--- config.mk ---
export PLATFORM = sky130hd
export DESIGN_NAME = sorted_priority_queue
export DESIGN_NICKNAME = d
export VERILOG_FILES = /design/src/rtl/spq_pkg.sv /design/src/rtl/spq_cell.sv /design/src/rtl/sorted_priority_queue.sv
export SDC_FILE = /design/constraint.sdc
export NUM_CORES = 2
export LEC_CHECK = 0
export ABC_AREA = 0
export BUFFER_PORTS_ARGS = -buffer_cell sky130_fd_sc_hd__buf_2
export CAP_MARGIN = 10
export CORE_MARGIN = 4
export CORE_UTILIZATION = 49
export DETAILED_ROUTE_END_ITERATION = 8
export PLACE_DENSITY_LB_ADDON = 0.1
export SYNTH_ARGS = -nofsm -noshare
export SYNTH_HDL_FRONTEND = slang
export SYNTH_HIERARCHICAL = 1
export SYNTH_SLANG_ARGS = --single-unit
--- constraint.sdc ---
create_clock -name i_clk -period 12.5 [get_ports i_clk]
set_clock_uncertainty 0.05 [all_clocks]
set_input_delay 2.5 -clock i_clk [delete_from_list [all_inputs] [get_ports i_clk]]
set_output_delay 2.5 -clock i_clk [all_outputs]
set_load 0.02 [all_outputs]
--- src/rtl/spq_pkg.sv ---
// Shared types, codes and constants of the sorted priority queue.
package spq_pkg;

    // Default number of queue slots.
    localparam int DEFAULT_QUEUE_DEPTH = 16;

    // Operation codes; the unused fourth code behaves as a query.
    localparam logic [1:0] OP_PUSH  = 2'd0;
    localparam logic [1:0] OP_POP   = 2'd1;
    localparam logic [1:0] OP_QUERY = 2'd2;

    // Error codes of a result.
    localparam logic [1:0] ERR_NONE  = 2'd0;
    localparam logic [1:0] ERR_FULL  = 2'd1;
    localparam logic [1:0] ERR_EMPTY = 2'd2;

    // Front values reported while the queue is empty.
    localparam logic signed [15:0] EMPTY_ID  = -16'sd1;
    localparam logic signed [15:0] EMPTY_KEY = 16'sd10000;

    // Input transaction.
    typedef struct packed {
        logic [1:0]         opcode;
        logic [14:0]        entry_id;
        logic signed [15:0] entry_key;
    } t_in;

    // Result transaction.
    typedef struct packed {
        logic signed [15:0] front_id;
        logic signed [15:0] front_key;
        logic               is_empty;
        logic [4:0]         entry_count;
        logic [1:0]         error_code;
    } t_out;

    // Contents of one slot of the chain.
    typedef struct packed {
        logic               valid;
        logic [14:0]        id;
        logic signed [15:0] key;
    } t_slot;

    // Control broadcast to every cell in a cycle.
    typedef struct packed {
        logic  push;
        logic  pop;
        t_slot entry;
    } t_cell_ctrl;

    localparam t_slot SLOT_NONE = '0;

endpackage

--- src/rtl/spq_cell.sv ---
// One slot of the sorted chain: holds an entry and trades it with its neighbors.
module spq_cell import spq_pkg::*; (
    input  logic       i_clk,
    input  logic       i_rst_n,
    input  t_cell_ctrl i_ctrl,
    input  t_slot      i_prev_slot,
    input  logic       i_prev_keep,
    input  t_slot      i_next_slot,
    output t_slot      o_slot,
    output logic       o_keep,
    output t_slot      o_next_value
);

    t_slot r_slot;
    t_slot n_slot;

    // This entry stays ahead of a new one when its key is less or equal.
    assign o_keep = r_slot.valid && (r_slot.key <= i_ctrl.entry.key);

    // Push shifts back behind the insertion point; pop shifts forward.
    always_comb begin
        n_slot = r_slot;
        if (i_ctrl.push) begin
            if (o_keep) begin
                n_slot = r_slot;
            end else if (i_prev_keep) begin
                n_slot = i_ctrl.entry;
            end else begin
                n_slot = i_prev_slot;
            end
        end else if (i_ctrl.pop) begin
            n_slot = i_next_slot;
        end
    end

    // Only the valid bit needs a reset.
    always_ff @(posedge i_clk) begin
        r_slot.id  <= n_slot.id;
        r_slot.key <= n_slot.key;
        if (!i_rst_n) begin
            r_slot.valid <= 1'b0;
        end else begin
            r_slot.valid <= n_slot.valid;
        end
    end

    assign o_slot       = r_slot;
    assign o_next_value = n_slot;

endmodule

--- src/rtl/sorted_priority_queue.sv ---
// Top level of the sorted priority queue: a chain of slot cells and a result register.
//
//   channel  direction  handshake                 payload
//   in       input      i_in_valid / o_in_stall   i_in_data  (t_in)
//   out      output     o_out_valid / i_out_stall o_out_data (t_out)
//
// Every cell compares and shifts in the same cycle, so a transaction is applied
// in the cycle it is accepted and its result sits in the output register in the
// next cycle. One transaction is taken per cycle while the output register is
// empty or being read. Reset clears the slot valid bits, the count and the output
// valid at once; there is no clearing pass. A stalled output stalls the input.
module sorted_priority_queue import spq_pkg::*; #(
    parameter int QUEUE_DEPTH = DEFAULT_QUEUE_DEPTH
) (
    input  logic i_clk,
    input  logic i_rst_n,
    input  logic i_in_valid,
    output logic o_in_stall,
    input  t_in  i_in_data,
    output logic o_out_valid,
    input  logic i_out_stall,
    output t_out o_out_data
);

    localparam int CountWidth = $clog2(QUEUE_DEPTH + 1);

    logic [CountWidth-1:0] r_count;
    logic [CountWidth-1:0] n_count;
    logic                  r_out_valid;
    t_out                  r_out_data;
    t_out                  n_out_data;

    logic                   w_accept;
    logic                   w_full;
    logic                   w_empty;
    logic                   w_is_push;
    logic                   w_is_pop;
    logic [1:0]             w_error;
    t_cell_ctrl             w_ctrl;
    t_slot                  w_slot [QUEUE_DEPTH];
    t_slot                  w_next [QUEUE_DEPTH];
    logic [QUEUE_DEPTH-1:0] w_keep;
    logic [QUEUE_DEPTH-1:0] w_valid;
    logic [CountWidth+4:0]  w_count_wide;

    // Input handshake.
    assign o_in_stall = r_out_valid && i_out_stall;
    assign w_accept   = i_in_valid && !o_in_stall;

    // Decode the operation and its refusal cases.
    assign w_full    = (r_count == CountWidth'(QUEUE_DEPTH));
    assign w_empty   = (r_count == '0);
    assign w_is_push = (i_in_data.opcode == OP_PUSH);
    assign w_is_pop  = (i_in_data.opcode == OP_POP);

    always_comb begin
        w_error = ERR_NONE;
        if (w_is_push && w_full) begin
            w_error = ERR_FULL;
        end else if (w_is_pop && w_empty) begin
            w_error = ERR_EMPTY;
        end
    end

    // Control broadcast to the chain.
    always_comb begin
        w_ctrl.push        = w_accept && w_is_push && !w_full;
        w_ctrl.pop         = w_accept && w_is_pop && !w_empty;
        w_ctrl.entry.valid = 1'b1;
        w_ctrl.entry.id    = i_in_data.entry_id;
        w_ctrl.entry.key   = i_in_data.entry_key;
    end

    // Chain of cells; slot zero always holds the smallest entry.
    for (genvar g = 0; g < QUEUE_DEPTH; g++) begin : g_cell
        t_slot prev_slot;
        t_slot next_slot;
        logic  prev_keep;

        if (g == 0) begin : g_first
            assign prev_slot = SLOT_NONE;
            assign prev_keep = 1'b1;
        end else begin : g_inner
            assign prev_slot = w_slot[g-1];
            assign prev_keep = w_keep[g-1];
        end

        if (g == QUEUE_DEPTH - 1) begin : g_last
            assign next_slot = SLOT_NONE;
        end else begin : g_body
            assign next_slot = w_slot[g+1];
        end

        spq_cell u_cell (
            .i_clk        (i_clk),
            .i_rst_n      (i_rst_n),
            .i_ctrl       (w_ctrl),
            .i_prev_slot  (prev_slot),
            .i_prev_keep  (prev_keep),
            .i_next_slot  (next_slot),
            .o_slot       (w_slot[g]),
            .o_keep       (w_keep[g]),
            .o_next_value (w_next[g])
        );

        assign w_valid[g] = w_slot[g].valid;
    end

    // Entry count after the operation.
    always_comb begin
        n_count = r_count;
        if (w_ctrl.push) begin
            n_count = r_count + 1'b1;
        end else if (w_ctrl.pop) begin
            n_count = r_count - 1'b1;
        end
    end

    assign w_count_wide = {5'b0, n_count};

    // Result from the next contents of slot zero.
    always_comb begin
        n_out_data.is_empty    = !w_next[0].valid;
        n_out_data.front_id    = w_next[0].valid ? {1'b0, w_next[0].id} : EMPTY_ID;
        n_out_data.front_key   = w_next[0].valid ? w_next[0].key : EMPTY_KEY;
        n_out_data.entry_count = w_count_wide[4:0];
        n_out_data.error_code  = w_error;
    end

    // Count and output register.
    always_ff @(posedge i_clk) begin
        if (!i_rst_n) begin
            r_count     <= '0;
            r_out_valid <= 1'b0;
        end else begin
            r_count <= n_count;
            if (w_accept) begin
                r_out_valid <= 1'b1;
            end else if (!i_out_stall) begin
                r_out_valid <= 1'b0;
            end
        end
    end

    always_ff @(posedge i_clk) begin
        if (w_accept) begin
            r_out_data <= n_out_data;
        end
    end

    assign o_out_valid = r_out_valid;
    assign o_out_data  = r_out_data;

`ifndef NO_ASSERTIONS
    // The count never passes the depth.
    a_count_bound: assert property (@(posedge i_clk) disable iff (!i_rst_n)
        r_count <= CountWidth'(QUEUE_DEPTH))
        else $error("entry count above queue depth");

    // The valid slots match the count.
    a_valid_count: assert property (@(posedge i_clk) disable iff (!i_rst_n)
        $countones(w_valid) == int'(r_count))
        else $error("valid slots disagree with entry count");

    // A successful push grows the queue by one entry.
    a_push_grows: assert property (@(posedge i_clk) disable iff (!i_rst_n)
        w_ctrl.push |=> r_count == $past(r_count) + 1'b1)
        else $error("push did not add an entry");

    // Slot zero never holds a larger key than slot one.
    if (QUEUE_DEPTH > 1) begin : g_order_check
        a_front_order: assert property (@(posedge i_clk) disable iff (!i_rst_n)
            w_slot[1].valid |-> (w_slot[0].valid && w_slot[0].key <= w_slot[1].key))
            else $error("front entry out of order");
    end
`endif

endmodule
==> impl_metrics.csv <==
group,metric,value,unit
sta,rsz0062_at_grt,"no",
routing,wirelength,130,mm
floorplanning,start_util,49.5,%
sta,worst_hold_slack,0.455,ns
finish,areaGrowthSynthToFinish,7.66,%
setup_path,cp.required,12.98,ns
global_routing,grt.total_usage,27.7,%
worst_hold_path,worstHoldPathType,"register to register",
clock_tree,post_cts_buffers,0,
clock_tree,cts_tree,"yes",
clock_tree,htree_levels,3,
routing,drt_iter0_drc,2746,
setup_path,critPathArrivalTime,6.80,ns
setup_path,worstPathMaxFanout,33,
global_routing,grt_max_degree,231,
setup_path,worstPathCellList,"buf_2, buf_4, inv_1, ha_1, nand4_2, nor3_2, o311ai_1, o31a_2, nand2_2, mux2i_1, nand2_1, o22a_1, o221a_2",
power_and_ir_drop,intPower,5.69,mW
setup_path,end_kind,"register",
sta,hold_viol,0,
setup_path,cp_slowest_cell,"nand2_2",
routing,postRouteAntennaNets,0,
finish,fillCellCount,7947,
sta,setup_viol_count_final,0,
floorplanning,dieArea,91000,sq um
synth,postSynthCellCount,4606,
finish,stdcell_area,45500,sq um
finish,drive_gt1_share,17.7,%
routing,vias,35200,
power_and_ir_drop,power_frac_clock,22.5,%
global_routing,grt_pass1_vias,34300,
power_and_ir_drop,sequentialPowerShare,37.9,%
setup_path,critPathKind,"input port to register",
placement,dpl_cell_area,43100,sq um
clock_tree,cts_root_buf,"clkbuf_16",
clock_tree,clk_pin_slew,0.06,ns
finish,fin_util,53.3,%
routing,dr.pass1.iters,5,
finish,final_cell_mix,"mux2i_1, inv_1, dfxtp_1, nor2_1, a21oi_1",
placement,io_buffer_count,78,
sta,final_max_slew_viol_count,0,
power_and_ir_drop,comb_power_share,39.6,%
sta,fin_tns_setup,0,ns
placement,dp_slack,5.52,ns
power_and_ir_drop,irDropWorstVdd,119,uV
sta,worst_pin_slew,1.21,ns
power_and_ir_drop,p_switching,3.94,mW
global_routing,grt_antenna_before_repair,5,
clock_tree,clk_latency,0.63,ns
floorplanning,io-pin-count,79,
setup_path,cpPeakStageDelay,0.79,ns
finish,nets,4829,
sta,fin_crit,6.32,ns
routing,wl_per_cell,22.7,um
power_and_ir_drop,sw_frac_of_total,40.9,%
clock_tree,cts_buffers,71,
synth,yosys_warnings,6,
routing,via_per_inst,6.15,
global_routing,grt_pass1_wl,203,mm
placement,dp_hpwl,89.1,mm
placement,routabilityCongestion,0.853,
setup_path,start_kind,"input port",
finish,final_common_cell,"mux2i_1",
job,maxCapViolCount,0,
setup_path,path_delay_family,"compound AO/OA/AOI/OAI gates",
floorplanning,fp.dieW,302,um
sta,finalCritPeriodShare,50.6,%
clock_tree,cts.sinks,557,
floorplanning,rows,107,
status,status,"finished, final reports clean",
floorplanning,chipHeight,302,um
global_routing,grt_overflow,0,
setup_path,cp_num_buf_inv,3,
sta,timing.final.ws_setup,6.18,ns
synth,avgSynthCellArea,9.17,sq um
routing,drc,0,
clock_tree,ctsHoldBuffers,0,
sta,relSlewSlack,19.1,%
clock_tree,cts.repair.resized,0,
power_and_ir_drop,power_density,212,nW/um^2
sta,timing.fmax,158,MHz
synth,syn-cell-area,42200,sq um
clock_tree,clock_path_buffers,3,
floorplanning,core,85300,sq um
power_and_ir_drop,leakage,18.7,nW
## metal layers
layer	wire length [um]	GRT usage, %	vias to the layer above
met5	0	0	-
met4	4210	8.90	0
met3	4180	2.90	246
met2	63800	48.1	683
met1	57900	36.0	17200
li1	-	-	17100
## metrics by stage
stage / std cells / power (mW)
finish: 5733 / 9.62
global route: 5732 / 10.3
CTS: 5732 / 9.65
detailed placement: 5605 / 7.46
global placement: 5605 / 7.40
floorplan: 4685 / 6.32
## path summary, 6_finish.rpt
check,startpoint,endpoint,slack [ns],cells after the start
worst max-delay path,i_in_data[13],g_cell[1].u_cell/o_slot[0],6.18,13
worst max register to register,r_count[0],g_cell[12].u_cell/o_slot[31],8.16,11
worst min-delay path,g_cell[2].u_cell/o_slot[24],g_cell[2].u_cell/o_slot[24],0.46,2
worst min register to register,g_cell[2].u_cell/o_slot[24],g_cell[2].u_cell/o_slot[24],0.46,2
## final cells by class
cell class,count,area (sq um),area share (%)
Sequential cell,557,11500,25.4
Multi-Input combinational cell,3217,27000,59.4
Antenna cell,1,2.50,0.00550
Clock inverter,22,285,0.627
Inverter,521,1960,4.32
Timing Repair Buffer,166,1130,2.48
Clock buffer,105,2130,4.68
Tap cell,1144,1430,3.15
## registers in the layout, indices dropped and copies added (netlist names)
| name | flops |
|---|---|
| o_out_data | 39 |
| o_out_valid | 1 |
| g_cell.u_cell/o_slot | 512 |
| r_count | 5 |
## power groups by stage
stage                     clock (mW)  sequential (mW)  combinational (mW)
after floorplan                    0             3.20                3.12
after global placement             0             3.68                3.72
after detailed placement           0             3.68                3.78
after CTS                       2.21             3.65                3.80
after global routing            2.27             3.75                4.29
final                           2.16             3.65                3.81
## worst register-to-register path: cells and delay by family (launching register included)
family / cells / cell delay, ns
buf+inv: 4 / 2.24
simple gates: 4 / 0.75
flops: 1 / 0.49
compound gates: 2 / 0.46
fa+ha+maj: 1 / 0.25
No activity file was read; power rests on OpenSTA's default activity.
